<file path="config.mk">
export PLATFORM = sky130hd
export DESIGN_NAME = length_prefixed_deframer
export DESIGN_NICKNAME = d
export VERILOG_FILES = /design/src/hw/rtl/lpd_pkg.sv /design/src/hw/rtl/length_prefixed_deframer.sv /design/src/hw/rtl/lpd_parse.sv
export SDC_FILE = /design/constraint.sdc
export NUM_CORES = 1
export LEC_CHECK = 0
export ABC_AREA = 1
export BUFFER_PORTS_ARGS = -buffer_cell sky130_fd_sc_hd__buf_2
export CAP_MARGIN = 10
export CELL_PAD_IN_SITES_DETAIL_PLACEMENT = 0
export CELL_PAD_IN_SITES_GLOBAL_PLACEMENT = 1
export CORE_ASPECT_RATIO = 2
export CORE_MARGIN = 3
export CORE_UTILIZATION = 47
export CTS_CLUSTER_DIAMETER = 50
export CTS_CLUSTER_SIZE = 40
export DETAILED_ROUTE_END_ITERATION = 8
export GPL_ROUTABILITY_DRIVEN = 0
export HOLD_SLACK_MARGIN = 0.15
export PLACE_DENSITY = 0.86
export SLEW_MARGIN = 40
export SYNTH_ARGS = -nofsm -noshare
export SYNTH_HDL_FRONTEND = slang
export SYNTH_SLANG_ARGS = --single-unit
export TNS_END_PERCENT = 50
</file>
<file path="constraint.sdc">
create_clock -name clock -period 7.5 [get_ports clock]
set_input_delay 1.125 -clock clock [delete_from_list [all_inputs] [get_ports clock]]
set_output_delay 1.125 -clock clock [all_outputs]
set_load 0.02 [all_outputs]
</file>
<file path="src/hw/rtl/lpd_pkg.sv">
// ----------------------------------------------------------------------------
// lpd_pkg
// Shared types and constants of the length-prefixed deframer.
// ----------------------------------------------------------------------------
package lpd_pkg;

   localparam int unsigned DATA_W   = 8;
   localparam int unsigned ID_W     = 16;
   localparam int unsigned LEN_W    = 32;
   localparam int unsigned KIND_W   = 2;
   localparam int unsigned HCOUNT_W = 3;
   localparam int unsigned PHASE_W  = 2;

   localparam logic [LEN_W-1:0] MAX_LEN_RESET = 32'd65536;

   // result kinds
   localparam logic [KIND_W-1:0] KIND_BODY  = 2'd0;
   localparam logic [KIND_W-1:0] KIND_EMPTY = 2'd1;
   localparam logic [KIND_W-1:0] KIND_ERROR = 2'd2;

   // parser phases
   localparam logic [PHASE_W-1:0] PH_LEN    = 2'd0;
   localparam logic [PHASE_W-1:0] PH_ID     = 2'd1;
   localparam logic [PHASE_W-1:0] PH_BODY   = 2'd2;
   localparam logic [PHASE_W-1:0] PH_CLOSED = 2'd3;

   typedef struct packed {
      logic [KIND_W-1:0] kind;
      logic [ID_W-1:0]   message_id;
      logic [LEN_W-1:0]  body_length;
      logic [DATA_W-1:0] body_byte;
      logic              first_of_body;
      logic              last_of_body;
   } lpd_result_type;

endpackage

</file>
<file path="src/hw/rtl/length_prefixed_deframer.sv">
// ----------------------------------------------------------------------------
// length_prefixed_deframer
// Cut-through deframer for a byte stream with length and id headers.
// An accepted byte waits in the input register; its result is then registered on rsp.
// Throughput: one byte per cycle while rsp_stall holds no result, set by the input and result registers.
// Reset: synchronous; parser back to length header, limit back to 65536.
// After an oversize length the stream stays closed until reset.
// ----------------------------------------------------------------------------
module length_prefixed_deframer #(
   parameter int unsigned LENGTH_BYTES = 4,
   parameter int unsigned ID_BYTES     = 2
) (
   input  logic                        clock,
   input  logic                        reset,
   input  logic                        req_valid,
   output logic                        req_stall,
   input  logic [lpd_pkg::DATA_W-1:0]  req_data_byte,
   output logic                        rsp_valid,
   input  logic                        rsp_stall,
   output logic [lpd_pkg::KIND_W-1:0]  rsp_result_kind,
   output logic [lpd_pkg::ID_W-1:0]    rsp_message_id,
   output logic [lpd_pkg::LEN_W-1:0]   rsp_body_length,
   output logic [lpd_pkg::DATA_W-1:0]  rsp_body_byte,
   output logic                        rsp_first_of_body,
   output logic                        rsp_last_of_body,
   input  logic                        csr_wr_en,
   input  logic [lpd_pkg::LEN_W-1:0]   csr_wr_data
);
   import lpd_pkg::*;

   logic [LEN_W-1:0]  max_len_ff;
   logic              in_valid_ff, in_valid_in;
   logic [DATA_W-1:0] in_data_ff;
   logic              rsp_valid_ff, rsp_valid_in;
   lpd_result_type    rsp_ff;

   logic              out_free;
   logic              advance;
   logic              req_take;
   logic              res_valid;
   lpd_result_type    res;

   assign out_free    = !rsp_valid_ff || !rsp_stall;
   assign advance     = in_valid_ff && out_free;
   assign req_stall   = in_valid_ff && !out_free;
   assign req_take    = req_valid && !req_stall;
   assign in_valid_in = req_take || (in_valid_ff && !advance);
   assign rsp_valid_in = advance ? res_valid : (rsp_valid_ff && rsp_stall);

   lpd_parse #(
      .LENGTH_BYTES (LENGTH_BYTES),
      .ID_BYTES     (ID_BYTES)
   ) u_parse (
      .clock           (clock),
      .reset           (reset),
      .take            (advance),
      .data_byte       (in_data_ff),
      .max_body_length (max_len_ff),
      .result_valid    (res_valid),
      .result          (res)
   );

   always_ff @(posedge clock) begin
      if (reset) begin
         max_len_ff   <= MAX_LEN_RESET;
         in_valid_ff  <= 1'b0;
         rsp_valid_ff <= 1'b0;
      end else begin
         if (csr_wr_en) begin
            max_len_ff <= csr_wr_data;
         end
         in_valid_ff  <= in_valid_in;
         rsp_valid_ff <= rsp_valid_in;
      end
   end

   always_ff @(posedge clock) begin
      if (req_take) begin
         in_data_ff <= req_data_byte;
      end
      if (advance && res_valid) begin
         rsp_ff <= res;
      end
   end

   assign rsp_valid         = rsp_valid_ff;
   assign rsp_result_kind   = rsp_ff.kind;
   assign rsp_message_id    = rsp_ff.message_id;
   assign rsp_body_length   = rsp_ff.body_length;
   assign rsp_body_byte     = rsp_ff.body_byte;
   assign rsp_first_of_body = rsp_ff.first_of_body;
   assign rsp_last_of_body  = rsp_ff.last_of_body;

   // error result carries no id and no marks
   a_error_fields: assert property (@(posedge clock) disable iff (reset)
      rsp_valid_ff && rsp_ff.kind == KIND_ERROR |->
         rsp_ff.message_id == '0 && !rsp_ff.first_of_body && !rsp_ff.last_of_body)
      else $error("error item has stray fields");

   // empty message is a last mark with zero length
   a_empty_fields: assert property (@(posedge clock) disable iff (reset)
      rsp_valid_ff && rsp_ff.kind == KIND_EMPTY |->
         rsp_ff.last_of_body && !rsp_ff.first_of_body && rsp_ff.body_length == '0)
      else $error("empty item has bad fields");

   // a held result is not overwritten
   a_rsp_hold: assert property (@(posedge clock) disable iff (reset)
      rsp_valid_ff && rsp_stall |=> rsp_valid_ff && $stable(rsp_ff))
      else $error("stalled result changed");

   // an item waiting in the input register is never lost
   a_in_hold: assert property (@(posedge clock) disable iff (reset)
      in_valid_ff && !advance |=> in_valid_ff && $stable(in_data_ff))
      else $error("waiting item dropped");

endmodule

</file>
<file path="src/hw/rtl/lpd_parse.sv">
// ----------------------------------------------------------------------------
// lpd_parse
// Frame header parser and body tagger; updates its state once per item.
// ----------------------------------------------------------------------------
module lpd_parse #(
   parameter int unsigned LENGTH_BYTES = 4,
   parameter int unsigned ID_BYTES     = 2
) (
   input  logic                        clock,
   input  logic                        reset,
   input  logic                        take,
   input  logic [lpd_pkg::DATA_W-1:0]  data_byte,
   input  logic [lpd_pkg::LEN_W-1:0]   max_body_length,
   output logic                        result_valid,
   output lpd_pkg::lpd_result_type     result
);
   import lpd_pkg::*;

   localparam logic [HCOUNT_W:0] LEN_N = (HCOUNT_W+1)'(LENGTH_BYTES);
   localparam logic [HCOUNT_W:0] ID_N  = (HCOUNT_W+1)'(ID_BYTES);

   logic [PHASE_W-1:0]  phase_ff, phase_in;
   logic [HCOUNT_W-1:0] hcount_ff, hcount_in;
   logic [LEN_W-1:0]    len_acc_ff, len_acc_in;
   logic [ID_W-1:0]     id_acc_ff, id_acc_in;
   logic [LEN_W-1:0]    remain_ff, remain_in;
   logic                ovf_ff, ovf_in;

   logic [HCOUNT_W-1:0] hcount_next;
   logic [LEN_W-1:0]    len_base;
   logic [LEN_W-1:0]    len_new;
   logic                ovf_new;
   logic [LEN_W-1:0]    remain_dec;

   always_comb begin
      phase_in     = phase_ff;
      hcount_in    = hcount_ff;
      len_acc_in   = len_acc_ff;
      id_acc_in    = id_acc_ff;
      remain_in    = remain_ff;
      ovf_in       = ovf_ff;
      result_valid = 1'b0;
      result       = '0;

      hcount_next = hcount_ff + HCOUNT_W'(1);
      len_base    = (hcount_ff == '0) ? '0 : len_acc_ff;
      ovf_new     = ((hcount_ff == '0) ? 1'b0 : ovf_ff) | (len_base[LEN_W-1 -: DATA_W] != '0);
      len_new     = {len_base[LEN_W-DATA_W-1:0], data_byte};
      remain_dec  = (remain_ff != '0) ? remain_ff - LEN_W'(1) : remain_ff;

      case (phase_ff)
         PH_LEN: begin
            len_acc_in = len_new;
            ovf_in     = ovf_new;
            hcount_in  = hcount_next;
            if ({1'b0, hcount_next} >= LEN_N || hcount_next == '0) begin
               hcount_in = '0;
               if (ovf_new || len_new > max_body_length) begin
                  phase_in           = PH_CLOSED;
                  result_valid       = 1'b1;
                  result.kind        = KIND_ERROR;
                  result.body_length = ovf_new ? '1 : len_new;
               end else begin
                  phase_in  = PH_ID;
                  id_acc_in = '0;
               end
            end
         end
         PH_ID: begin
            id_acc_in = {id_acc_ff[ID_W-DATA_W-1:0], data_byte};
            hcount_in = hcount_next;
            if ({1'b0, hcount_next} >= ID_N || hcount_next == '0) begin
               hcount_in = '0;
               if (len_acc_ff == '0) begin
                  phase_in            = PH_LEN;
                  result_valid        = 1'b1;
                  result.kind         = KIND_EMPTY;
                  result.message_id   = id_acc_in;
                  result.last_of_body = 1'b1;
               end else begin
                  phase_in  = PH_BODY;
                  remain_in = len_acc_ff;
               end
            end
         end
         PH_BODY: begin
            result_valid         = 1'b1;
            result.kind          = KIND_BODY;
            result.message_id    = id_acc_ff;
            result.body_length   = len_acc_ff;
            result.body_byte     = data_byte;
            result.first_of_body = (remain_ff == len_acc_ff);
            result.last_of_body  = (remain_ff <= LEN_W'(1));
            remain_in            = remain_dec;
            if (remain_dec == '0) begin
               phase_in  = PH_LEN;
               hcount_in = '0;
            end
         end
         default: begin
            phase_in = PH_CLOSED;
         end
      endcase
   end

   always_ff @(posedge clock) begin
      if (reset) begin
         phase_ff   <= PH_LEN;
         hcount_ff  <= '0;
         len_acc_ff <= '0;
         id_acc_ff  <= '0;
         remain_ff  <= '0;
         ovf_ff     <= 1'b0;
      end else if (take) begin
         phase_ff   <= phase_in;
         hcount_ff  <= hcount_in;
         len_acc_ff <= len_acc_in;
         id_acc_ff  <= id_acc_in;
         remain_ff  <= remain_in;
         ovf_ff     <= ovf_in;
      end
   end

endmodule

</file>
# Yosys cells after proc, flatten, opt, wreduce, memory -nomap -nowiden
# Index checks and enable logic that the tools add are counted.
[totals]
register_bits = 188
input_bits = 45
out_inout_bits = 62
word_cells = 98
[classes]
addsub = 2
order_cmp = 4
n_eq_ne = 8
mux = 36
bitwise_logic = 1
n_reduce_logical = 31
[ops]
columns = ["operator", "n"]
rows = [
  ["32-bit two-way mux", 7],
  ["32-bit case mux with 2 select lines", 2],
  ["32-bit logical NOT", 2],
  ["16-bit case mux with 2 select lines", 2],
  ["32-bit equality test", 1],
  ["32-bit greater-than comparator", 1],
  ["32-bit by 1-bit <= comparator with 1-bit output (second input constant)", 1],
  ["16-bit two-way mux", 2],
  ["32-bit nonzero test", 1],
  ["32-bit by 1-bit subtractor with 32-bit output (second input constant)", 1],
  ["18-bit two-way mux", 1],
  ["17-bit two-way mux", 1],
  ["2-bit two-way mux", 7],
  ["4-bit AND reduction", 3],
  ["3-bit two-way mux", 3],
  ["3-bit case mux with 3 select lines", 1],
  ["8-bit nonzero test", 1],
  ["1-bit logical AND", 6],
  ["3-bit logical NOT", 2],
  ["1-bit two-way mux", 6],
  ["2-bit by 1-bit inequality test with 1-bit output (second input constant)", 3],
  ["2-bit case mux with 3 select lines", 1],
  ["1-bit logical NOT", 5],
  ["1-bit logical OR", 5],
  ["15 further kinds", 17],
]

# Depth between registers and ports, before layout
# Gate-level depths: netlist of run 1.
[depth]
word_depth = 9
ltp_mapped = 22
depth_no_buf = 21

# By module
# Synthesis of run 1 repeated with hierarchy kept, for this count alone.
[unflattened]
hier_cells = 1413
area_unflattened_um2 = 10369.9
[modules_own_cells]
columns = ["module", "n_inst", "cells_each", "area_per_inst_um2", "seq_area_each_um2"]
rows = [
  ["lpd_parse", 1, 1189, 7106.8, 1721.7],
  ["length_prefixed_deframer", 1, 224, 3263.1, 2722.6],
]

# Worst setup path after synthesis of run 1
# OpenSTA, ideal clock, no wires.
[synth_path]
path_type = "register to register"
from = "register u_parse.hcount_ff[0]"
to = "register rsp_ff (netlist bit rsp_body_byte[0]) (enable)"
setup_time_ps = 414
t_arrival_ps = 3536
required_time_ps = 7086
slack_ps = 3550
path_stages_with_launch = 22
n_path_buf = 1
period_less_slack_ps = 3950
path_cell_list = "dfxtp_1 > inv_1 > ha_1 > inv_1 > nor2_2 > clkbuf_1 > nor2_1 > ha_1 > nand2_1 > nor2_1 > nand3_1 > nor2_1 > nand2_1 > nand3_1 > nand2_1 > nand3_1 > nand2_1 > nand2_1 > nand2_1 > nand2_1 > nand2_1 > inv_1"
[synth_via]
elab_cells_between_ends = 18
cone_classes = "add/sub: 1; order compare: 3; mux: 6; bitwise: 1; reduce/logical: 7"
[synth_lines]
columns = ["item", "line_no", "text"]
rows = [
  ["from (decl)", "lpd_parse.sv:23", "logic [HCOUNT_W-1:0] hcount_ff, hcount_in;"],
  ["from (signal assigned)", "lpd_parse.sv:116", "hcount_ff <= hcount_in;"],
  ["3-bit logical NOT", "lpd_parse.sv:46", "len_base = (hcount_ff == '0) ? '0 : len_acc_ff;"],
  ["32-bit two-way mux", "lpd_parse.sv:46", ""],
  ["named net u_parse.len_base[7]", "lpd_parse.sv:30", "logic [LEN_W-1:0] len_base;"],
  ["32-bit greater-than comparator", "lpd_parse.sv:58", "if (ovf_new || len_new > max_body_length) begin"],
  ["1-bit logical OR", "lpd_parse.sv:58", ""],
  ["1-bit two-way mux", "lpd_parse.sv:58", ""],
  ["1-bit two-way mux", "lpd_parse.sv:56", "if ({1'b0, hcount_next} >= LEN_N || hcount_next == '0) begin"],
  ["1-bit case mux with 3 select lines", "lpd_parse.sv:51", "case (phase_ff)"],
  ["1-bit logical AND", "length_prefixed_deframer.sv:81", "if (advance && res_valid) begin"],
  ["to (signal assigned)", "length_prefixed_deframer.sv:82", "rsp_ff <= res;"],
  ["to (decl)", "length_prefixed_deframer.sv:35", "lpd_result_type rsp_ff;"],
]
# The timed path passes the listed nets, and every way through them passes these cells.
# A chain may end at the register's enable or synchronous reset.

# Worst setup path after layout of run 1
[layout_path]
from = "register u_parse.hcount_ff[0]"
to = "register rsp_ff (netlist bit rsp_body_length[5]) (enable)"
# Same word-level chain as after synthesis.

==> results of run 1 <==
-- cell type report --
class / count / area (µm²) / area share [%]
Multi-Input combinational cell: 954 / 4910 / 42.6
Clock inverter: 14 / 125 / 1.09
Sequential cell: 188 / 4440 / 38.6
Tap cell: 269 / 337 / 2.92
Inverter: 162 / 611 / 5.30
Timing Repair Buffer: 119 / 646 / 5.60
Clock buffer: 18 / 450 / 3.91
-- metrics by stage --
stage | power, mW | instances | hold slack [ns]
3_3_place_gp | 1.76 | 1690 | 0.452
5_1_grt | 2.79 | 1724 | 0.487
6_report | 2.67 | 1724 | 0.464
2_1_floorplan | 1.57 | 1369 | 0.435
4_1_cts | 2.66 | 1722 | 0.469
3_5_place_dp | 1.77 | 1690 | 0.459
-- cells by family after synthesis --
| kind of cell | count (synthesis) |
|---|---|
| flops | 188 |
| compound gates | 387 |
| buf+inv | 227 |
| fa+ha+maj | 40 |
| simple gates | 515 |
| xor+xnor | 12 |
-- worst paths after layout --
path / to / slack, ns / start
setup reg to reg: rsp_body_length[5] / 3.53 / u_parse.hcount_ff[0]
hold reg to reg: max_len_ff[5] / 0.46 / max_len_ff[5]
setup / recovery: rsp_body_length[5] / 3.53 / u_parse.hcount_ff[0]
hold / removal: max_len_ff[5] / 0.46 / max_len_ff[5]
-- cell usage in the layout (no fill, tap or decap), drive strengths merged, types with 9 or more instances in the layout --
| cell | count |
|---|---|
| o22ai | 11 |
| o21ai | 179 |
| o211ai | 12 |
| nand3 | 71 |
| nor2 | 142 |
| a21oi | 162 |
| nand2 | 267 |
| inv | 169 |
| edfxtp | 68 |
| ha | 40 |
| buf | 118 |
| xor2 | 9 |
| dfxtp | 120 |
| nand4 | 26 |
| clkbuf | 19 |
-- critical path: cells and delay by family (launching register included) --
kind                       cells  cell delay, ns
DFF                            1            0.36
buffers and inverters          6            1.48
adders and majority gates      2            0.47
and+or+nand+nor               14            1.24
-- layer usage --
metal,GRT usage [%],vias up,routed length [µm]
li1,-,4757,-
met2,52.9,385,18400
met5,0,-,0
met1,32.2,4535,11900
met4,23.7,0,3240
met3,5.91,156,1880
-- flip-flops by register name, summed over array words and instances, names as in the netlist --
signal and flops:
in_data_ff 8, in_valid_ff 1, max_len_ff 32, rsp_body_byte 8, rsp_body_length 32, rsp_first_of_body 1
rsp_last_of_body 1, rsp_message_id 16, rsp_result_kind 2, rsp_valid 1, u_parse.hcount_ff 3, u_parse.id_acc_ff 16
u_parse.len_acc_ff 32, u_parse.ovf_ff 1, u_parse.phase_ff 2, u_parse.remain_ff 32
-- power by group --
group          internal [mW]  switching (mW)
clock                  0.484           0.422
sequential              1.09          0.0385
combinational          0.180           0.451
==> results.tsv, run 1 <==
stage	metric	value	unit
clock_network	clkSinkCount	188	
power_and_ir_drop	irDropWorstVdd	0.198	mV
timing	final-hold-violation-count	0	
synth	yosys_warnings	0	
clock_network	postCtsSetupBuffers	0	
floorplanning	rows	75	
cells_and_area	area_growth	12.8	%
synth	synthTopCellsByArea	dfxtp_1 (24%), edfxtp_1 (20%), nand2_1 (9.4%)	
synth	synthSimpleGateAreaFrac	21.9	%
synth	ys_types	43	
setup_path	cp_slowest_cell	buf_4	
setup_path	start_kind	flip-flop	
timing	max_slew_margin	44.6	%
clock_network	hold_buffers	0	
setup_path	path_cells	inv_1 > ha_1 > inv_1 > nor2_2 > buf_4 > nor2_1 > ha_1 > nand2_1 > nor2_1 > nand4_1 > inv_1 > nand4_1 > nor2_1 > nand2_1 > nand3_1 > nand2_1 > nand2_1 > nand2_1 > nand2_1 > nand2_1 > inv_2 > buf_4	
power_and_ir_drop	p_per_area	232	nW/µm²
power_and_ir_drop	p_leak	5.06	nW
synth	synth_nets	1454	
setup_path	ff2ff_path_depth	22	
clock_network	cts_resized	0	
clock_network	ctsHtreeMaxLevel	4	
routing	vias	9833	
synth	yosysTopAreaCell	dfxtp_1	
synth	synthTopCellsByCount	nand2_1 (257), a21oi_1 (162), o21ai_0 (161)	
synth	synth_ff_type	dfxtp_1	
floorplanning	die_y	214	µm
synth	syn_inst	1369	
clock_network	clkTransAtPathRegs	0.07	ns
setup_path	crit_path_max_fanout	38	
cells_and_area	diodes	0	
routing	ant_nets	0	
cells_and_area	design_area	11500	µm²
timing	rsz0062_at_grt	no	
timing	setup_slack	3.53	ns
setup_path	arrival	4.06	ns
global_route	antenna_found_initial	0	
floorplanning	die-area	23600	µm²
synth	async_flop_share	0	%
synth	synth-seq-cells	188	
routing	drcViolationCount	0	
timing	finalSetupTns	0	ns
synth	synth.most_common_cell	nand2_1	
placement	dpl.hpwl	26200	µm
worst_hold_path	holdPathStages	2	
synth	synth_seq_area_share	43.5	%
routing	routed_wl	35400	µm
cells_and_area	fill_cells	2161	
cells_and_area	final_core_util	54.3	%
routing	drt_pass1_iterations	7	
synth	synthAdderAreaFrac	4.90	%
floorplanning	core	21200	µm²
timing	clock_skew	0.00863	ns
setup_path	endpoint_kind	flip-flop	
setup_path	crit_top_cell	nand2_1	
clock_network	cts-root-buf	clkbuf_16	
synth	synth_compound_area_share	20.1	%
timing	fmax	252	MHz
global_route	grt_pass1_vias	9600	
floorplanning	die_w	110	µm
placement	port_buffers	106	
clock_network	numCtsBuffers	17	
global_route	grt_max_degree	88	
floorplanning	ios	107	
global_route	grt_pass1_wl	54400	µm
job	maxCapViolations	0	
floorplanning	start_util	48.2	%
synth	synth_area	10200	µm²
global_route	grt-ovfl-total	0	
synth	synth_top_family_by_area	simple AND/OR/NAND/NOR gates	
clock_network	cts_buffer_depth	2	
timing	slew_violations	0	
placement	placed_area	10900	µm²
timing	worstMarginPinSlew	0.831	ns
timing	timing.final.crit_share	53.0	%
cells_and_area	finalNetCount	1527	
clock_network	cts_tree	done	
synth	synthMuxAreaShare	0	%
routing	post_drt_wl_per_cell	20.5	µm
placement	pre_cts_slack	3.56	ns
status	status	finished, final reports clean	
routing	drt-initial-drc-count	838	
setup_path	critPathMaxStageDelay	0.54	ns
timing	layout_min_cycle_time	3.97	ns
synth	synthXorXnorAreaFrac	1.03	%
setup_path	setup.worst_path.class	flip-flop to flip-flop	
synth	synth_top_area_share	23.5	%
synth	syn_area_per_cell	7.46	µm²
routing	viasPerCell	5.70	
clock_network	clkLatencyLatePin	0.45	ns
global_route	grt.total_usage	30.9	%
cells_and_area	drive_gt1_share	13.1	%
setup_path	required	7.58	ns
timing	setup_viol	0	
synth	synth_edf_count	68	
worst_hold_path	worstHoldPathType	flip-flop to flip-flop	
No activity file was read; power rests on OpenSTA's default activity.
==> run 2: changes to the inputs <==
--- a/config.mk
+++ b/config.mk
@@ -5,20 +5,20 @@
 export SDC_FILE = /design/constraint.sdc
 export NUM_CORES = 1
 export LEC_CHECK = 0
-export ABC_AREA = 1
+export ABC_AREA = 0
 export BUFFER_PORTS_ARGS = -buffer_cell sky130_fd_sc_hd__buf_2
 export CAP_MARGIN = 10
 export CELL_PAD_IN_SITES_DETAIL_PLACEMENT = 0
 export CELL_PAD_IN_SITES_GLOBAL_PLACEMENT = 1
 export CORE_ASPECT_RATIO = 2
 export CORE_MARGIN = 3
-export CORE_UTILIZATION = 47
+export CORE_UTILIZATION = 45
 export CTS_CLUSTER_DIAMETER = 50
 export CTS_CLUSTER_SIZE = 40
 export DETAILED_ROUTE_END_ITERATION = 8
 export GPL_ROUTABILITY_DRIVEN = 0
 export HOLD_SLACK_MARGIN = 0.15
-export PLACE_DENSITY = 0.86
+export PLACE_DENSITY = 0.8
 export SLEW_MARGIN = 40
 export SYNTH_ARGS = -nofsm -noshare
 export SYNTH_HDL_FRONTEND = slang
==> constraint.sdc (replaced) <==
create_clock -name clock -period 3.8 [get_ports clock]
set_input_delay 0.57 -clock clock [delete_from_list [all_inputs] [get_ports clock]]
set_output_delay 0.57 -clock clock [all_outputs]
set_load 0.02 [all_outputs]
==> run 2 against run 1 <==
Net effect: hold slack got worse by 0.17 ns; via count decreased by 8.1%; combinational power increased to 4.7 times the previous value; setup slack got worse by 3.2 ns; first-iteration DRC count decreased by 36%; critical path type unchanged; highest routed layer unchanged.
==> results.tsv, run 2 <==
stage	metric	value	unit
status	status	finished, final reports clean	
routing	vias	9035	
synth	synth_compound_area_share	16.2	%
cells_and_area	final_cell_mix	nand2_1 (142), nor2_1 (119), dfxtp_1 (118)	
placement	place_inst	1519	
clock_network	hold_buffers	0	
clock_network	cts-root-buf	clkbuf_16	
synth	synth-seq-cells	188	
power_and_ir_drop	switchingPower	2.77	mW
setup_path	endpoint_kind	flip-flop	
cells_and_area	diodes	0	
placement	pre_cts_slack	0.353	ns
floorplanning	rows	76	
global_route	grt_max_degree	88	
synth	synth.most_common_cell	nand2_1	
cells_and_area	finalNonFillerCells	1551	
placement	port_buffers	106	
power_and_ir_drop	p_total	6.94	mW
synth	synth_top_family_by_area	simple AND/OR/NAND/NOR gates	
job	maxCapViolations	0	
floorplanning	die_y	217	µm
routing	drcViolationCount	0	
timing	holdWs	0.292	ns
floorplanning	core	21700	µm²
timing	worstMarginPinSlew	0.768	ns
global_route	grt-ovfl-total	0	
routing	post_drt_wl_per_cell	21.3	µm
clock_network	clkTransAtPathRegs	0.07	ns
setup_path	ff2ff_path_depth	12	
power_and_ir_drop	p_leak	4.35	nW
synth	synthSimpleGateAreaFrac	21.1	%
cells_and_area	mostFrequentLayoutCell	nand2_1	
power_and_ir_drop	p_per_area	596	nW/µm²
synth	synthAdderAreaFrac	5.09	%
setup_path	setup.worst_path.class	flip-flop to flip-flop	
synth	synth_top_area_share	24.0	%
global_route	grt_pass1_wl	50700	µm
routing	drt_pass1_iterations	7	
setup_path	required	4.14	ns
timing	slew_violations	0	
setup_path	arrival	3.82	ns
power_and_ir_drop	seqPwrFrac	33.3	%
timing	setup_slack	0.322	ns
synth	synthXorXnorAreaFrac	3.32	%
timing	clock_skew	0.0121	ns
cells_and_area	design_area	11600	µm²
power_and_ir_drop	p_sw_share	39.9	%
clock_network	numCtsBuffers	17	
synth	async_flop_share	0	%
cells_and_area	fill_cells	2085	
timing	final-hold-violation-count	0	
synth	synthTopCellsByArea	dfxtp_1 (24%), edfxtp_1 (20%), nand2_1 (5.3%)	
routing	routed_wl	33000	µm
synth	syn_area_per_cell	8.60	µm²
placement	placed_area	11100	µm²
timing	finalSetupTns	0	ns
power_and_ir_drop	pwr-share-comb	43.0	%
synth	synthMuxAreaShare	3.85	%
synth	yosys_warnings	0	
clock_network	cts_resized	0	
power_and_ir_drop	p_clk_share	23.6	%
synth	synth_nets	1250	
worst_hold_path	holdPathStages	1	
clock_network	ctsHtreeMaxLevel	4	
setup_path	crit_path_max_fanout	23	
setup_path	start_kind	flip-flop	
clock_network	cts_tree	done	
timing	fmax	287	MHz
floorplanning	ios	107	
synth	ys_types	64	
global_route	grt.total_usage	27.3	%
global_route	grt_pass1_vias	9054	
synth	synth_seq_area_share	44.4	%
placement	dpl.hpwl	24200	µm
timing	max_slew_margin	48.8	%
timing	setup_viol	0	
synth	synth_edf_count	68	
routing	viasPerCell	5.83	
timing	layout_min_cycle_time	3.48	ns
routing	drt-initial-drc-count	540	
synth	synth_ff_type	dfxtp_1	
global_route	antenna_found_initial	0	
cells_and_area	final_core_util	53.7	%
routing	ant_nets	0	
power_and_ir_drop	irDropWorstVdd	0.415	mV
synth	syn_inst	1165	
floorplanning	die_w	112	µm
clock_network	postCtsSetupBuffers	0	
floorplanning	die-area	24200	µm²
clock_network	clkLatencyLatePin	0.45	ns
timing	rsz0062_at_grt	no	
synth	yosysTopAreaCell	dfxtp_1	
floorplanning	start_util	46.2	%
cells_and_area	drive_gt1_share	17.5	%
clock_network	cts_buffer_depth	2	
power_and_ir_drop	intPower	4.17	mW
timing	timing.final.crit_share	91.5	%
worst_hold_path	worstHoldPathType	input port to flip-flop	
cells_and_area	finalNetCount	1350	
clock_network	clkSinkCount	188	
cells_and_area	area_growth	16.2	%
synth	synthTopCellsByCount	nand2_1 (142), nor2_1 (122), dfxtp_1 (120)	
synth	synth_area	10000	µm²
## run 2: power by group through the flow
stage               Clock [mW]  Sequential, mW  Combinational (mW)
finish                    1.64            2.31                2.99
CTS                       1.66            2.31                2.93
detailed placement           0            2.36                2.92
floorplan                    0            2.36                1.76
global placement             0            2.35                2.91
global route              1.73            2.32                3.19
## run 2: logic make-up (layout without fill, tap and decap cells)
kind of cell / count (synthesis) / count (layout)
AOI/OAI and AO/OA: 258 / 258
xor gates and xnor gates: 38 / 38
adders and majority gates: 41 / 41
buffers and inverters: 161 / 274
DFF: 188 / 188
muxes: 38 / 38
and+or+nand+nor: 441 / 441
## run 2: layout make-up
cell class | instances | area (µm²) | share of cell area, %
well taps | 273 | 342 | 2.93
multi-input cells | 816 | 5060 | 43.5
clock buffers | 17 | 425 | 3.65
flip-flops and latches | 188 | 4450 | 38.2
inverters | 81 | 304 | 2.61
repair buffers | 161 | 962 | 8.27
clock inverters | 15 | 97.6 | 0.838
## run 2: layer usage
layer,vias up,track usage (%),wire length [µm]
met3,114,4.17,1370
met1,4296,29.0,12000
met4,0,17.3,2110
met5,-,0,0
met2,326,49.8,17500
li1,4299,-,-
## run 2: path summary, 6_finish.rpt
check | slack [ns] | end | start
setup / recovery | 0.32 | u_parse.id_acc_ff[4] | u_parse.hcount_ff[0]
hold / removal | 0.29 | in_data_ff[2] | req_data_byte[2]
setup reg to reg | 0.32 | u_parse.id_acc_ff[4] | u_parse.hcount_ff[0]
hold reg to reg | 0.47 | u_parse.id_acc_ff[10] | u_parse.id_acc_ff[10]
## run 2: critical path, cell delays in order, from the launching register on
cell	delay [ns]
dfxtp_2	0.38
inv_2	0.06
ha_4	0.16
nand2b_4	0.20
and2_1	0.22
ha_1	0.26
a21oi_1	0.15
nor2_1	0.06
a211o_1	0.23
nor4_1	0.53
a21oi_1	0.28
o21a_1	0.44
o32ai_1	0.38
==> run 3: changes to the inputs <==
--- a/config.mk
+++ b/config.mk
@@ -22,5 +22,6 @@
 export SLEW_MARGIN = 40
 export SYNTH_ARGS = -nofsm -noshare
 export SYNTH_HDL_FRONTEND = slang
+export SYNTH_HIERARCHICAL = 1
 export SYNTH_SLANG_ARGS = --single-unit
 export TNS_END_PERCENT = 50
==> run 3 against run 2 <==
Net effect: clock power up 19%; clock-buffer cell count grew 1; total power down 6.8%; die area rose by 2.3%; clock skew is 0.0030 ns higher; utilization increased by 1.9 points; register-to-register slack got worse by 0.18 ns; hold slack improved by 0.0060 ns; cell count up 3.0%.
==> results.tsv, run 3 <==
stage	metric	value	unit
status	status	finished, final reports clean	
synth	synth_top_area_share	23.4	%
setup_path	required	3.96	ns
setup_path	crit_buf_inv	4	
cells_and_area	drive_gt1_share	21.4	%
power_and_ir_drop	intPower	4.19	mW
timing	worstMarginPinSlew	0.797	ns
clock_network	numCtsBuffers	17	
clock_network	hold_buffers	0	
synth	synth_ff_type	dfxtp_1	
timing	setup_slack	0.145	ns
setup_path	setup.worst_path.class	flip-flop to flip-flop	
routing	drt_pass1_iterations	7	
cells_and_area	final_cell_mix	nand2_1 (169), nor2_1 (128), dfxtp_1 (118)	
floorplanning	core	22300	µm²
synth	synthSimpleGateAreaFrac	21.0	%
global_route	grt.total_usage	27.1	%
synth	synth_area	10300	µm²
synth	synth_edf_count	68	
synth	synth-seq-cells	188	
global_route	gr-usage-met3	4.62	%
power_and_ir_drop	p_clk_share	30.2	%
worst_hold_path	worstHoldStart	req_data_byte[2]	
global_route	use_met2	47.4	%
setup_path	reg2reg_from	u_parse/hcount_ff[1]	
setup_path	cp_slowest_cell	or3_4	
routing	routed_wl	33800	µm
floorplanning	rows	77	
synth	syn_inst	1188	
floorplanning	die-area	24800	µm²
power_and_ir_drop	seqPwrFrac	34.8	%
synth	synth.most_common_cell	nand2_1	
power_and_ir_drop	irDropWorstVdd	0.389	mV
synth	synth_nets	1274	
power_and_ir_drop	pwr-share-comb	35.0	%
clock_network	clkTransAtPathRegs	0.08	ns
routing	drcViolationCount	0	
floorplanning	ios	107	
routing	drt-initial-drc-count	654	
global_route	grt_pass1_wl	51500	µm
routing	vias	9386	
synth	synthXorXnorAreaFrac	3.33	%
clock_network	ctsHtreeMaxLevel	4	
global_route	busiest_layer	met2	
cells_and_area	final_core_util	55.6	%
synth	yosysTopAreaCell	dfxtp_1	
placement	pre_cts_slack	0.0560	ns
synth	synthAdderAreaFrac	5.10	%
setup_path	r2r_setup_slack	0.14	ns
synth	syn_area_per_cell	8.63	µm²
clock_network	cts_tree	done	
setup_path	arrival	3.82	ns
routing	ant_nets	0	
timing	timing.final.crit_share	96.2	%
timing	clock_skew	0.0151	ns
timing	fmax	274	MHz
cells_and_area	diodes	0	
synth	synth_top_family_by_area	simple AND/OR/NAND/NOR gates	
clock_network	clkSinkCount	188	
timing	max_slew_margin	46.9	%
synth	yosys_warnings	6	
clock_network	cts-root-buf	clkbuf_16	
global_route	antenna_found_initial	0	
global_route	grt_max_degree	72	
worst_hold_path	worstHoldPathType	input port to flip-flop	
power_and_ir_drop	p_sw_share	35.2	%
routing	viasPerCell	5.87	
job	maxCapViolations	0	
synth	synthMuxAreaShare	3.73	%
timing	slew_violations	0	
clock_network	clkLatencyLatePin	0.45	ns
cells_and_area	area_growth	20.5	%
placement	dpl.hpwl	23800	µm
synth	synthTopCellsByArea	dfxtp_1 (23%), edfxtp_1 (20%), nand2_1 (6.2%)	
global_route	grt-ovfl-total	0	
routing	post_drt_wl_per_cell	21.1	µm
setup_path	path_cells	inv_2 > ha_4 > nand2b_1 > buf_12 > and2_1 > ha_1 > nand4_1 > or2_4 > nor2_4 > o21ai_0 > o211ai_1 > nor2b_4 > or3_4 > a21oi_2 > nand2_2 > a21oi_4 > buf_8 > clkbuf_16	
setup_path	crit_start	u_parse/hcount_ff[1]	
timing	setup_viol	0	
synth	ys_types	73	
synth	synth_compound_area_share	17.4	%
synth	synthTopCellsByCount	nand2_1 (170), nor2_1 (129), dfxtp_1 (120)	
cells_and_area	mostFrequentLayoutCell	nand2_1	
synth	async_flop_share	0	%
setup_path	start_kind	flip-flop	
timing	layout_min_cycle_time	3.66	ns
global_route	met1_usage	30.2	%
setup_path	critPathMaxStageDelay	0.41	ns
power_and_ir_drop	p_leak	4.68	nW
floorplanning	die_w	113	µm
clock_network	cts_buffer_depth	2	
power_and_ir_drop	p_per_area	523	nW/µm²
global_route	grt_pass1_vias	9119	
setup_path	endpoint_kind	flip-flop	
floorplanning	start_util	46.1	%
synth	synth_seq_area_share	43.3	%
floorplanning	die_y	220	µm
timing	final-hold-violation-count	0	
setup_path	crit_family	simple AND/OR/NAND/NOR gates	
power_and_ir_drop	switchingPower	2.28	mW
cells_and_area	finalNetCount	1395	
placement	port_buffers	106	
setup_path	crit_path_max_fanout	27	
run 3: cell types whose count changed in the layout (fill, tap and decap cells not counted), moves of 6 or more:
| cell | before | now |
|---|---|---|
| inv_1 | 79 | 48 |
| nand2_1 | 142 | 169 |
| buf_4 | 54 | 79 |
| o32ai_1 | 16 | 0 |
| nor2b_1 | 24 | 9 |
| o2111ai_1 | 2 | 17 |
| a21oi_1 | 86 | 100 |
| and2_4 | 2 | 12 |
| nor2_1 | 119 | 128 |
| nor4_1 | 27 | 19 |
| ha_1 | 37 | 30 |
| ha_4 | 3 | 10 |
| o22ai_1 | 22 | 16 |
run 3: timing repair:
action,4_1_cts,5_1_grt
setup endpoints to repair,0,62
resized for setup,0,21
buffers inserted,0,2
run 3: cells by family after synthesis:
logic type | Yosys count
multiplexers | 38
XOR/XNOR | 39
AND/OR/NAND/NOR | 460
adder cells (fa/ha/maj) | 42
flip-flops | 188
AO/OA/AOI/OAI | 278
buffers and inverters | 143
run 3: cell type report:
class                      instances  area [µm²]
fill                            2079        9890
clock inverter                    14         208
multi-input combinational        857        5420
clock buffer                      18         429
sequential                       188        4450
tap                              276         345
inverter                          51         191
timing repair buffer             194        1320
run 3: power groups by stage:
stage                     Clock [mW]  Combinational, mW  Sequential (mW)
after floorplan                    0               1.44             2.32
after global placement             0               2.19             2.30
after detailed placement           0               2.19             2.29
after CTS                       1.98               2.21             2.25
after global routing            2.05               2.44             2.26
final                           1.95               2.27             2.25
run 3: per-layer routing:
layer	share of wire, %	up-vias
li1	-	4446
met1	37	4423
met2	52	387
met3	4.8	130
met4	6.6	0
met5	0	-
run 3: metrics by stage:
| stage | setup TNS (ns) | instances | hold WS [ns] | total power [mW] | instance area, µm² |
|---|---|---|---|---|---|
| 4_1_cts | 0 | 1591 | 0.276 | 6.44 | 12100 |
| 3_5_place_dp | 0 | 1559 | 0.447 | 4.49 | 11500 |
| 2_1_floorplan | -41.20 | 1188 | 0.432 | 3.76 | 10400 |
| 5_1_grt | -0.0733 | 1598 | 0.284 | 6.74 | 12400 |
| 6_report | 0 | 1598 | 0.298 | 6.47 | 12400 |
| 3_3_place_gp | 0 | 1559 | 0.439 | 4.49 | 11500 |
run 3: final timing paths:
check	cells after the start	end
max	18	rsp_body_length[11]
min	1	in_data_ff[2]
max reg2reg	18	rsp_body_length[11]
min reg2reg	2	u_parse/id_acc_ff[15]
